--- src/qai_pkg.sv ---
package qai_pkg;

  localparam int unsigned QuatFracBits = 30;

  // register indexes on the configuration port
  localparam logic [1:0] RegInitW = 2'd0;
  localparam logic [1:0] RegInitX = 2'd1;
  localparam logic [1:0] RegInitY = 2'd2;
  localparam logic [1:0] RegInitZ = 2'd3;

  typedef struct packed {
    logic signed [31:0] rate_x;
    logic signed [31:0] rate_y;
    logic signed [31:0] rate_z;
    logic        [31:0] time_step;
    logic               restart;
  } in_item_t;

  typedef struct packed {
    logic signed [31:0] q_w;
    logic signed [31:0] q_x;
    logic signed [31:0] q_y;
    logic signed [31:0] q_z;
    logic               degenerate;
  } out_item_t;

endpackage

--- src/qai_mul.sv ---
module qai_mul (
  input  logic               clk_i,
  input  logic               rst_ni,
  input  logic               start_i,
  input  logic signed [32:0] a_i,
  input  logic signed [32:0] b_i,
  output logic               done_o,
  output logic signed [64:0] prod_o
);
  import qai_pkg::*;

  logic [31:0] ma_q;
  logic [63:0] acc_q;
  logic        neg_q;
  logic [4:0]  cnt_q;
  logic        busy_q;
  logic        done_q;
  logic [32:0] abs_a;
  logic [32:0] abs_b;
  logic [32:0] sum;

  assign abs_a = a_i[32] ? 33'(-a_i) : a_i;
  assign abs_b = b_i[32] ? 33'(-b_i) : b_i;
  // one multiplier bit a cycle, partial sum enters at the top
  assign sum   = {1'b0, acc_q[63:32]} + (acc_q[0] ? {1'b0, ma_q} : 33'd0);

  always_ff @(posedge clk_i or negedge rst_ni) begin
    if (!rst_ni) begin
      busy_q <= 1'b0;
      done_q <= 1'b0;
      cnt_q  <= '0;
    end else begin
      done_q <= 1'b0;
      if (start_i) begin
        busy_q <= 1'b1;
        cnt_q  <= '0;
      end else if (busy_q) begin
        cnt_q <= cnt_q + 5'd1;
        if (cnt_q == 5'd31) begin
          busy_q <= 1'b0;
          done_q <= 1'b1;
        end
      end
    end
  end

  always_ff @(posedge clk_i) begin
    if (start_i) begin
      ma_q  <= abs_a[31:0];
      acc_q <= {32'd0, abs_b[31:0]};
      neg_q <= a_i[32] ^ b_i[32];
    end else if (busy_q) begin
      acc_q <= {sum, acc_q[31:1]};
    end
  end

  assign done_o = done_q;
  assign prod_o = neg_q ? -$signed({1'b0, acc_q}) : $signed({1'b0, acc_q});

endmodule

--- src/quaternion_attitude_integrator.sv ---
// channel   direction  handshake              payload
// in        input      in_valid_i/in_ready_o  in_data_i  (rates, time step, restart)
// out       output     out_valid_o/out_ready_i out_data_o (quaternion, degenerate)
// cfg       input      apb psel/penable       init_w..init_z at 0x0..0xc
//
// a single bit-serial 32x32 multiplier does the 19 products of an integrate item
// (or the 4 of a restart) one after another, then a 32-step square root and,
// unless the length is zero, four 31-step restoring divisions follow.
// one item at a time; in_ready_o is high only while no item is in work.
// a finished result waits in the output register; a stalled output holds the
// block before its final write, the input side accepts again once it is taken.
// reset loads the identity attitude and the initial quaternion registers.
module quaternion_attitude_integrator (
  input  logic               clk_i,
  input  logic               rst_ni,
  input  logic               in_valid_i,
  output logic               in_ready_o,
  input  qai_pkg::in_item_t  in_data_i,
  output logic               out_valid_o,
  input  logic               out_ready_i,
  output qai_pkg::out_item_t out_data_o,
  input  logic               psel,
  input  logic               penable,
  input  logic               pwrite,
  input  logic [3:0]         paddr,
  input  logic [31:0]        pwdata,
  output logic [31:0]        prdata,
  output logic               pready
);
  import qai_pkg::*;

  localparam logic [3:0] S_IDLE  = 4'd0;
  localparam logic [3:0] S_HMUL  = 4'd1;
  localparam logic [3:0] S_PMUL  = 4'd2;
  localparam logic [3:0] S_MAG   = 4'd3;
  localparam logic [3:0] S_SHIFT = 4'd4;
  localparam logic [3:0] S_SQ    = 4'd5;
  localparam logic [3:0] S_SQRT  = 4'd6;
  localparam logic [3:0] S_CHK   = 4'd7;
  localparam logic [3:0] S_DIV   = 4'd8;
  localparam logic [3:0] S_OUT   = 4'd9;

  logic [3:0]         state_q;
  logic [3:0]         op_q;
  logic               wait_q;
  logic               out_valid_q;
  logic signed [31:0] att_q [4];
  logic signed [31:0] init_q [4];

  in_item_t           item_q;
  logic signed [36:0] v_q [4];
  logic signed [31:0] h_q [3];
  logic [35:0]        mag_q [4];
  logic [3:0]         sgn_q;
  logic [63:0]        sum_q;
  logic [63:0]        r_q;
  logic [63:0]        b_q;
  logic [31:0]        rem_q;
  logic [30:0]        qsh_q;
  logic [4:0]         dcnt_q;
  logic               degen_q;
  out_item_t          out_q;

  logic               mul_start;
  logic               mul_done;
  logic signed [32:0] mul_a;
  logic signed [32:0] mul_b;
  logic signed [64:0] prod;
  logic signed [64:0] hs;
  logic signed [31:0] hsat;
  logic signed [36:0] pterm;
  logic [1:0]         hi;
  logic [1:0]         ai;
  logic [1:0]         tg;
  logic               ng;
  logic               mag_ovf;
  logic [64:0]        sq_t;
  logic [61:0]        num;
  logic [32:0]        div_t;
  logic               div_ge;
  logic [31:0]        len;
  logic               out_load;
  logic               cfg_wr;

  assign in_ready_o = (state_q == S_IDLE);
  assign mul_start  = ((state_q == S_HMUL) || (state_q == S_PMUL) || (state_q == S_SQ))
                      && !wait_q;
  assign out_load   = (state_q == S_OUT) && (!out_valid_q || out_ready_i);
  assign cfg_wr     = psel && penable && pwrite;
  assign len        = r_q[31:0];

  // product schedule: component index 0..3 is w,x,y,z; half angle 0..2 is x,y,z
  always_comb begin
    case (op_q)
      4'd0:    begin hi = 2'd0; ai = 2'd1; tg = 2'd0; ng = 1'b1; end
      4'd1:    begin hi = 2'd1; ai = 2'd2; tg = 2'd0; ng = 1'b1; end
      4'd2:    begin hi = 2'd2; ai = 2'd3; tg = 2'd0; ng = 1'b1; end
      4'd3:    begin hi = 2'd0; ai = 2'd0; tg = 2'd1; ng = 1'b0; end
      4'd4:    begin hi = 2'd1; ai = 2'd3; tg = 2'd1; ng = 1'b0; end
      4'd5:    begin hi = 2'd2; ai = 2'd2; tg = 2'd1; ng = 1'b1; end
      4'd6:    begin hi = 2'd1; ai = 2'd0; tg = 2'd2; ng = 1'b0; end
      4'd7:    begin hi = 2'd2; ai = 2'd1; tg = 2'd2; ng = 1'b0; end
      4'd8:    begin hi = 2'd0; ai = 2'd3; tg = 2'd2; ng = 1'b1; end
      4'd9:    begin hi = 2'd2; ai = 2'd0; tg = 2'd3; ng = 1'b0; end
      4'd10:   begin hi = 2'd0; ai = 2'd2; tg = 2'd3; ng = 1'b0; end
      4'd11:   begin hi = 2'd1; ai = 2'd1; tg = 2'd3; ng = 1'b1; end
      default: begin hi = 2'd0; ai = 2'd1; tg = 2'd0; ng = 1'b1; end
    endcase
  end

  always_comb begin
    case (state_q)
      S_HMUL: begin
        case (op_q[1:0])
          2'd0:    mul_a = {item_q.rate_x[31], item_q.rate_x};
          2'd1:    mul_a = {item_q.rate_y[31], item_q.rate_y};
          default: mul_a = {item_q.rate_z[31], item_q.rate_z};
        endcase
        mul_b = {1'b0, item_q.time_step};
      end
      S_PMUL: begin
        mul_a = {h_q[hi][31], h_q[hi]};
        mul_b = {att_q[ai][31], att_q[ai]};
      end
      S_SQ: begin
        mul_a = {2'b00, mag_q[op_q[1:0]][30:0]};
        mul_b = {2'b00, mag_q[op_q[1:0]][30:0]};
      end
      default: begin
        mul_a = '0;
        mul_b = '0;
      end
    endcase
  end

  qai_mul u_mul (
    .clk_i   (clk_i),
    .rst_ni  (rst_ni),
    .start_i (mul_start),
    .a_i     (mul_a),
    .b_i     (mul_b),
    .done_o  (mul_done),
    .prod_o  (prod)
  );

  // half angle, saturated to the q2.30 range
  assign hs    = prod >>> 11;
  assign hsat  = ((&hs[64:31]) || !(|hs[64:31])) ? hs[31:0]
               : (hs[64] ? 32'sh8000_0000 : 32'sh7fff_ffff);
  assign pterm = 37'(prod >>> QuatFracBits);

  assign mag_ovf = (|mag_q[0][35:31]) || (|mag_q[1][35:31]) ||
                   (|mag_q[2][35:31]) || (|mag_q[3][35:31]);

  assign sq_t   = {1'b0, r_q} + {1'b0, b_q};
  assign num    = (62'(mag_q[op_q[1:0]][30:0]) << QuatFracBits) + 62'(len >> 1);
  assign div_t  = {rem_q, qsh_q[30]};
  assign div_ge = (div_t >= {1'b0, len});

  always_ff @(posedge clk_i or negedge rst_ni) begin
    if (!rst_ni) begin
      state_q     <= S_IDLE;
      op_q        <= '0;
      wait_q      <= 1'b0;
      out_valid_q <= 1'b0;
      att_q[0]    <= 32'sd1 <<< QuatFracBits;
      att_q[1]    <= '0;
      att_q[2]    <= '0;
      att_q[3]    <= '0;
      init_q[0]   <= 32'sd1073741824;
      init_q[1]   <= '0;
      init_q[2]   <= '0;
      init_q[3]   <= '0;
    end else begin
      if (cfg_wr) begin
        init_q[paddr[3:2]] <= pwdata;
      end
      if (out_valid_q && out_ready_i && !out_load) begin
        out_valid_q <= 1'b0;
      end
      case (state_q)
        S_IDLE: begin
          if (in_valid_i) begin
            state_q <= in_data_i.restart ? S_MAG : S_HMUL;
            op_q    <= '0;
            wait_q  <= 1'b0;
          end
        end
        S_HMUL, S_PMUL, S_SQ: begin
          if (mul_start) begin
            wait_q <= 1'b1;
          end else if (mul_done) begin
            wait_q <= 1'b0;
            if (state_q == S_HMUL && op_q == 4'd2) begin
              op_q    <= '0;
              state_q <= S_PMUL;
            end else if (state_q == S_PMUL && op_q == 4'd11) begin
              op_q    <= '0;
              state_q <= S_MAG;
            end else if (state_q == S_SQ && op_q == 4'd3) begin
              op_q    <= '0;
              state_q <= S_SQRT;
            end else begin
              op_q <= op_q + 4'd1;
            end
          end
        end
        S_MAG: state_q <= S_SHIFT;
        S_SHIFT: begin
          if (!mag_ovf) begin
            op_q    <= '0;
            wait_q  <= 1'b0;
            state_q <= S_SQ;
          end
        end
        S_SQRT: begin
          if (b_q[0]) begin
            state_q <= S_CHK;
          end
        end
        S_CHK: begin
          op_q    <= '0;
          wait_q  <= 1'b0;
          state_q <= (len == 32'd0) ? S_OUT : S_DIV;
        end
        S_DIV: begin
          if (!wait_q) begin
            wait_q <= 1'b1;
          end else if (dcnt_q == 5'd31) begin
            att_q[op_q[1:0]] <= sgn_q[op_q[1:0]] ? -$signed({1'b0, qsh_q})
                                                  : $signed({1'b0, qsh_q});
            wait_q <= 1'b0;
            if (op_q == 4'd3) begin
              state_q <= S_OUT;
            end else begin
              op_q <= op_q + 4'd1;
            end
          end
        end
        S_OUT: begin
          if (out_load) begin
            out_valid_q <= 1'b1;
            state_q     <= S_IDLE;
          end
        end
        default: state_q <= S_IDLE;
      endcase
    end
  end

  always_ff @(posedge clk_i) begin
    case (state_q)
      S_IDLE: begin
        if (in_valid_i) begin
          item_q <= in_data_i;
          for (int i = 0; i < 4; i++) begin
            v_q[i] <= in_data_i.restart ? {{5{init_q[i][31]}}, init_q[i]}
                                        : {{5{att_q[i][31]}}, att_q[i]};
          end
        end
      end
      S_HMUL: begin
        if (mul_done) begin
          h_q[op_q[1:0]] <= hsat;
        end
      end
      S_PMUL: begin
        if (mul_done) begin
          v_q[tg] <= ng ? v_q[tg] - pterm : v_q[tg] + pterm;
        end
      end
      S_MAG: begin
        for (int i = 0; i < 4; i++) begin
          sgn_q[i] <= v_q[i][36];
          mag_q[i] <= v_q[i][36] ? 36'(-v_q[i]) : v_q[i][35:0];
        end
      end
      S_SHIFT: begin
        if (mag_ovf) begin
          for (int i = 0; i < 4; i++) begin
            mag_q[i] <= mag_q[i] >> 1;
          end
        end else begin
          sum_q <= '0;
          r_q   <= '0;
          b_q   <= 64'd1 << 62;
        end
      end
      S_SQ: begin
        if (mul_done) begin
          sum_q <= sum_q + prod[63:0];
        end
      end
      S_SQRT: begin
        if ({1'b0, sum_q} >= sq_t) begin
          sum_q <= sum_q - sq_t[63:0];
          r_q   <= (r_q >> 1) + b_q;
        end else begin
          r_q <= r_q >> 1;
        end
        b_q <= b_q >> 2;
      end
      S_CHK: degen_q <= (len == 32'd0);
      S_DIV: begin
        if (!wait_q) begin
          rem_q  <= {1'b0, num[61:31]};
          qsh_q  <= num[30:0];
          dcnt_q <= '0;
        end else if (dcnt_q != 5'd31) begin
          rem_q  <= div_ge ? 32'(div_t - {1'b0, len}) : div_t[31:0];
          qsh_q  <= {qsh_q[29:0], div_ge};
          dcnt_q <= dcnt_q + 5'd1;
        end
      end
      S_OUT: begin
        if (out_load) begin
          out_q.q_w        <= att_q[0];
          out_q.q_x        <= att_q[1];
          out_q.q_y        <= att_q[2];
          out_q.q_z        <= att_q[3];
          out_q.degenerate <= degen_q;
        end
      end
      default: ;
    endcase
  end

  always_comb begin
    case (paddr[3:2])
      RegInitW: prdata = init_q[0];
      RegInitX: prdata = init_q[1];
      RegInitY: prdata = init_q[2];
      RegInitZ: prdata = init_q[3];
      default:  prdata = init_q[0];
    endcase
  end

  assign pready      = 1'b1;
  assign out_valid_o = out_valid_q;
  assign out_data_o  = out_q;

`ifndef SYNTH
  a_div_nonzero: assert property (@(posedge clk_i) disable iff (!rst_ni)
    (state_q == S_DIV) |-> (len != 32'd0))
    else $error("division entered with zero length");

  a_sq_range: assert property (@(posedge clk_i) disable iff (!rst_ni)
    (state_q == S_SQ) |-> !mag_ovf)
    else $error("magnitude above 31 bits while squaring");

  a_mul_wait: assert property (@(posedge clk_i) disable iff (!rst_ni)
    mul_done |-> wait_q)
    else $error("multiplier result with no product pending");

  a_unit_bound: assert property (@(posedge clk_i) disable iff (!rst_ni)
    (out_valid_q && !out_q.degenerate) |->
      (out_q.q_w <= (32'sd1 <<< QuatFracBits)) && (out_q.q_w >= -(32'sd1 <<< QuatFracBits)))
    else $error("normalized component beyond unit range");
`endif

endmodule

--- config.mk ---
export PLATFORM = sky130hd
export DESIGN_NAME = quaternion_attitude_integrator
export DESIGN_NICKNAME = d
export VERILOG_FILES = /design/src/qai_pkg.sv /design/src/qai_mul.sv /design/src/quaternion_attitude_integrator.sv
export SDC_FILE = /design/constraint.sdc
export NUM_CORES = 2
export LEC_CHECK = 0
export ABC_AREA = 1
export ABC_CLOCK_PERIOD_IN_PS = 7400
export BUFFER_PORTS_ARGS = -buffer_cell sky130_fd_sc_hd__buf_2
export CAP_MARGIN = 0
export CORE_MARGIN = 2
export CORE_UTILIZATION = 51
export DETAILED_ROUTE_END_ITERATION = 10
export PLACE_DENSITY = 0.77
export REMOVE_ABC_BUFFERS = 1
export SYNTH_ARGS = -nofsm -noshare
export SYNTH_HDL_FRONTEND = slang
export SYNTH_SLANG_ARGS = --single-unit
--- constraint.sdc ---
create_clock -name clk_i -period 7.4 [get_ports clk_i]
set_clock_uncertainty 0.2 [all_clocks]
set_input_delay 0.74 -clock clk_i [delete_from_list [all_inputs] [get_ports clk_i]]
set_output_delay 0.74 -clock clk_i [all_outputs]
set_load 0.01 [all_outputs]
Yosys cells after proc, flatten, opt, wreduce, memory -nomap -nowiden. Memories as Yosys holds them, arrays and structs flattened. Index checks and enable logic that the tools add are counted.

Add/subtract/negate cells: 20. Multiply operators: 0. Div/mod/pow operators: 0. $lt $le $gt $ge: 8. Equality and inequality tests: 34. Shifts and indexed selects: 0. Mux-type cells: 111. Bitwise logic cells: 8. Reductions and logical operators: 47.

Operator list (count): 2-to-1 mux 32 bit (14); 2-to-1 mux 64 bit (5); 2-to-1 mux 36 bit (8); bitwise mux 128 bit (2); case mux 64 bit (2 select lines) (2); 2-to-1 mux 37 bit (6); case mux 33 bit (3 select lines) (2); case mux 64 bit (3 select lines) (1); negation 36 bit (4); demux 32 bit (select 2 bit) (2); case mux 32 bit (4 select lines) (1); 2-to-1 mux 31 bit (3); 2-to-1 mux 4 bit (22); case mux 33 bit (2 select lines) (1); adder 64 x 64 -> 65 bit (1); >= comparator 64 x 65 -> 1 bit (1); 2-to-1 mux 65 bit (1); negation 64 -> 65 bit (1); adder 63 x 64 -> 64 bit (1); adder 64 bit (1); binary-select mux 32 bit (select 2 bit) (1); negation 32 bit (2); subtractor 64 bit (1); adder 61 x 31 -> 62 bit (1); 52 further kinds (144).

Register bits after elaboration: 892. Bits in latches: 0. Memory bits (writable): 388. Memory bits (read-only): 112. Input port bits: 172. Output and inout bits: 164. Logic and storage cells: 269. Memories kept: 4.

Memories: v_q (words 4, bits a word 37, read ports 5, clocked after Yosys merged registers in 0, write ports 4, line quaternion_attitude_integrator.sv:51) `logic signed [36:0] v_q [4];`; mag_q (words 4, bits a word 36, read ports 5, clocked after Yosys merged registers in 0, write ports 4, line quaternion_attitude_integrator.sv:53) `logic [35:0] mag_q [4];`; (no name shown) (words 16, bits a word 7, read ports 1, clocked after Yosys merged registers in 0, write ports 0, line quaternion_attitude_integrator.sv:94) `case (op_q)`; h_q (words 3, bits a word 32, read ports 1, clocked after Yosys merged registers in 0, write ports 1, line quaternion_attitude_integrator.sv:52) `logic signed [31:0] h_q [3];`.

Logic depth before layout (Yosys ltp). An unclocked memory read counts as a cell.

Depth after elaboration: 9. Depth in mapped cells: 38. Depth with buffers taken out: 37.

Cells and area by module. A second synthesis with hierarchy kept.

Cell total of the unflattened synthesis: 11401. Area, all modules: 85658.4 um^2.

Modules (own cells, without submodules): quaternion_attitude_integrator (instances 1, cells each 9681, area each 75205.9 um^2, seq. area each 32994.1 um^2); qai_mul (instances 1, cells each 1720, area each 10452.5 um^2, seq. area each 2767.7 um^2).

Least setup slack after synthesis. Ideal clock, no wire load.

Path kind: flip-flop to flip-flop. From: register state_q[0]. To: register out_q, in the netlist out_data_o[0] (enable). Library setup time: 0.661 ns. Arrival: 7.058 ns. Data required time: 6.539 ns. Setup slack: -0.519 ns. Stages on the path, launching flop included: 7. Buffers on the path: 0. Period minus slack after synthesis: 7.919 ns. Path through: dfrtp_1 -> inv_1 -> nor2_1 -> inv_1 -> nor3_1 -> inv_1 -> a21oi_1.

Cells in the longest elaborated chain, start to end: 3.

RTL lines: from (decl) (line quaternion_attitude_integrator.sv:43) `logic [3:0] state_q;`; from (signal assigned) (line quaternion_attitude_integrator.sv:184) `state_q <= in_data_i.restart ? S_MAG : S_HMUL;`; from (signal assigned) (line quaternion_attitude_integrator.sv:224) `state_q <= (len == 32'd0) ? S_OUT : S_DIV;`; equality test 4 bit * (line quaternion_attitude_integrator.sv:88, quaternion_attitude_integrator.sv:252); logical AND 1 bit (line quaternion_attitude_integrator.sv:88) `assign out_load = (state_q == S_OUT) && (!out_valid_q || out_ready_i);`; AND reduction 2 bit (no source line) *; to (decl) (line quaternion_attitude_integrator.sv:62) `out_item_t out_q;`.

Mark *: on every way between the ends. The rest lies on a longest branch, timed or not. A chain may end at the register's enable or synchronous reset.

Worst setup path after layout.
From: register r_q[6]. To: register r_q[45] (data pin).

Cells in the longest elaborated chain, start to end: 4. Elaborated cells between the ends (all ways): 5. Classes of those cells: 2 x add/sub; 1 x order compare; 2 x mux.

RTL lines: from (decl) (line quaternion_attitude_integrator.sv:56) `logic [63:0] r_q;`; from (signal assigned) (line quaternion_attitude_integrator.sv:297) `r_q <= (r_q >> 1) + b_q;`; from (signal assigned) (line quaternion_attitude_integrator.sv:299) `r_q <= r_q >> 1;`; adder 64 x 64 -> 65 bit (line quaternion_attitude_integrator.sv:155) `assign sq_t = {1'b0, r_q} + {1'b0, b_q};`; >= comparator 64 x 65 -> 1 bit (line quaternion_attitude_integrator.sv:295) `if ({1'b0, sum_q} >= sq_t) begin`; 2-to-1 mux 64 bit * (line quaternion_attitude_integrator.sv:295); case mux 64 bit (2 select lines) * (line quaternion_attitude_integrator.sv:252) `case (state_q)`.

Marked as above.

==> impl_summary.txt <==
----------------------------------------------------
[Timing]
  Final setup slack of the worst path ... approximately 0.61 ns
  Highest attainable clock frequency ... 147 MHz
  Number of hold violations in the final report ... 0
  Final Max Slew Viols ... 0
  Final clock period utilization by the worst path ... between 90% and 100%
  Min Clock Period, post-route ... around 6.8 ns
  Worst slew margin ... roughly 3.6%
  Final setup vio count ... 0
  Slew at the pin closest to its max-slew limit ... 1.44 ns
  Unrepaired setup endpoints after global routing ... false

[Detailed routing]
  Residual DRC ... 0
  Post-route antenna net violation count ... 0
  Sum of routed wire length over all layers ... around 340000 um
  Initial DRC count ... 11823
  Routed via count ... 80576
  Average wire length per cell after detail routing ... 25.5 um
  TritonRoute pass-1 iters ... 9
  Routed via count divided by cell count ... 6.05

[Place]
  Post-detailed-placement half-perimeter wirelength ... 258000 um
  Gpl congestion ... 1.04
  Port Buf Inserts ... 332
  Dpl ws ... between 0.8 and 0.9 ns
  Placed Area ... approximately 86000 um2
  Number of placed cells counting well taps ... 12897

[Setup path]
  Launch point of the worst reg-to-reg path ... r_q[6]
  Slowest CP cell ... buf_4
  Highest fanout seen on the critical path ... 71
  Endpoint arrival time on the critical path ... around 7 ns
  Length in cells of the worst reg-to-reg path ... 28
  CP Capture Type ... flip-flop
  CP peak stage delay ... 0.66 ns
  Critical Path Start Type ... flip-flop
  Setup CP Type ... reg -> reg
  Req. time, crit path ... 7.76 ns
  Setup slack, reg-to-reg ... 0.61 ns
  R2r endpoint ... r_q[45]
  Dominant cell type by count on the critical path ... nand2_1

[Global routing]
  GRT met3 Usage ... slightly below 10%
  Number of antenna violations at the first check in global routing ... 19
  Total track usage ... 40.4%
  Most crowded layer after global routing ... met2
  First-pass GRT wire length ... 492000 um
  Met1 usage in global routing ... 55.8%
  Global routing usage on met2 ... 58.4%
  Pin count of the biggest net entering global routing ... 147
  Vias in the first global route ... 75687
  Grt ovf ... 0

[CTS]
  Worst skew pair latency ... ~0.83 ns
  Postcts setup bufs ... 0
  Clock Sinks ... 1248
  Max clock buf depth ... 3
  CTS root buf ... clkbuf_16
  Clock H-tree levels ... 4
  Clock tree from TritonCTS ... done
  Clock transition at the register clock pins on the worst setup and hold paths after CTS ... 0.06 ns
  Number of CTS-inserted buffers ... 144

[Synthesis]
  Share of the synthesized area in the top cell type ... 34.2%
  Most used DFF post-synth ... edfxtp_1
  Cell type with the highest aggregate area in the netlist ... edfxtp_1
  Commonest cells post-synth ... nand2_1 (2449), inv_1 (1295), o21ai_0 (1182)
  Post-synth EDFFs ... 940
  Async SR Flop Fraction ... 21.9%
  Synthesized flop and latch total ... 1248
  Distinct cell type count of the synthesized netlist ... 86
  Summed instance area of the synthesized netlist ... 82600 um2
  Register area share after synthesis ... 43.3%
  Syn_area_per_cell ... 7.74 um2
  Top-count cell post-synth ... nand2_1
  Number of instances in the synthesized netlist ... roughly 11000
  Number of warnings reported in the yosys synthesis log ... 0
  Cell types with the largest area share after synthesis ... edfxtp_1 (34%), nand2_1 (11%), dfrtp_1 (8.2%), o21ai_0 (7.2%), inv_1 (5.9%)

[Cells and area]
  Final design instance area without fill ... 93100 um2
  Final core area utilization ... 57.9%
  Final cell count without fillers ... 13329
  Total number of nets in the final design ... 11532
  Sequential cell area in the final layout ... 35800 um2
  Share of final-layout standard cells stronger than drive strength 1 ... 8.39%
  Area overhead of the layout relative to synthesis ... 12.7%
  Count of filler cells inserted in the layout ... 14745
  Area occupied by multi-input gates ... 40200 um2

[Power]
  Power density over cell area ... approximately 520 nW/um2
  Static leakage ... around 0.04 uW
  Peak ir drop on the vdd network ... 0.494 mV

[Run status]
  Outcome ... finished clean

[Die]
  Initial core utilization ... 51.4%
  I/O pin total ... 336
  Die Outline Area ... 165000 um2
  Die outline height ... 406 um
  Core box area ... ~160000 um2
  Die X-Extent ... 406 um
  Std-Cell Rows ... between 100 and 150

[Min path]
  Hold Crit Depth ... 1
  Launch point of the worst hold path ... in_data_i[11]
  Endpoint with the worst hold slack ... item_q[11]
  Worst hold path class ... in -> reg

[Run]
  Max Cap Violations ... 0

----------------------------------------------------
sequential cells by signal, summed over array words and instances (netlist names), 96 cells and up:
name	flops
init_q	128
h_q	96
item_q	128
v_q	148
mag_q	144
att_q	128
out_data_o	129
per-layer routing:
layer	routed length [um]	share of wire, %	up-vias
met5	69	0.020	-
met4	21100	6.2	12
met3	43000	13	846
met2	140000	41	5256
met1	135000	40	37905
li1	-	-	36557
worst max-delay path: cells and delay by family, from the launching register on:
family | cells | cell delay, ns
adders and majority gates | 2 | 0.70
AOI/OAI and AO/OA | 6 | 1.30
DFF | 1 | 0.54
buffers and inverters | 3 | 0.79
xor gates and xnor gates | 1 | 0.24
and+or+nand+nor | 16 | 2.67
worst max-delay path by stage:
stage | from | endpoint | slack (ns) | cells after the start
after floorplan | op_q[0] | v_q[3][0] | -1.32 | 7
after global placement | u_mul.acc_q[26] | v_q[1][27] | 0.95 | 31
final | r_q[6] | r_q[45] | 0.61 | 28
after CTS | r_q[6] | r_q[31] | 0.77 | 28
after detailed placement | r_q[6] | r_q[15] | 0.85 | 28
after global routing | r_q[6] | r_q[33] | 0.22 | 28
timing repair:
action,in CTS,in global routing
hold buffers,156,2
resized for setup,0,0
endpoints found under the hold margin,275,2
final cells by class:
cell class | count | share of cell area [%]
inverter | 1336 | 5.41
multi-input combinational | 7695 | 43.2
tap | 2160 | 2.90
antenna | 6 | 0.0161
clock buffer | 195 | 4.34
sequential | 1248 | 38.4
timing repair buffer | 616 | 4.63
clock inverter | 73 | 1.09
power by group:
part           switching (uW)  internal, uW  total [uW]  leakage [uW]
Clock                    3260          4360        7630       0.00244
Sequential               1330          9870       11200        0.0129
Combinational           21400          8310       29700        0.0244
kinds of logic after synthesis:
group,count (synthesis),synth area share (%)
other,1,0.00454
XOR/XNOR,421,4.47
AO/OA/AOI/OAI,2485,16.5
multiplexers,5,0.0682
flip-flops,1248,43.3
adder cells (fa/ha/maj),319,4.87
AND/OR/NAND/NOR,4464,22.6
buffers and inverters,1725,8.23
per-stage QoR:
step / total power [uW] / hold WS (ns) / TNS [ns]
CTS: 47500 / 0.000989 / 0
global route: 51100 / 0.0155 / 0
global placement: 39400 / 0.231 / 0
floorplan: 28800 / 0.200 / -329.94
finish: 48600 / 0.0533 / 0
detailed placement: 39800 / 0.238 / 0
cell usage in the layout, fill, tap and decap left out, types with 118 or more instances in the layout:
cell type,count
nand2_1,2444
inv_1,1290
o21ai_0,1182
nor2_1,1112
edfxtp_1,940
a21oi_1,736
nand3_1,418
buf_2,330
ha_1,313
xor2_1,291
dfrtp_1,269
dlygate4sd3_1,158
clkbuf_16,149
xnor2_1,130
nor3_1,119
buf_4,118
Power figures use the tool's default switching activity.
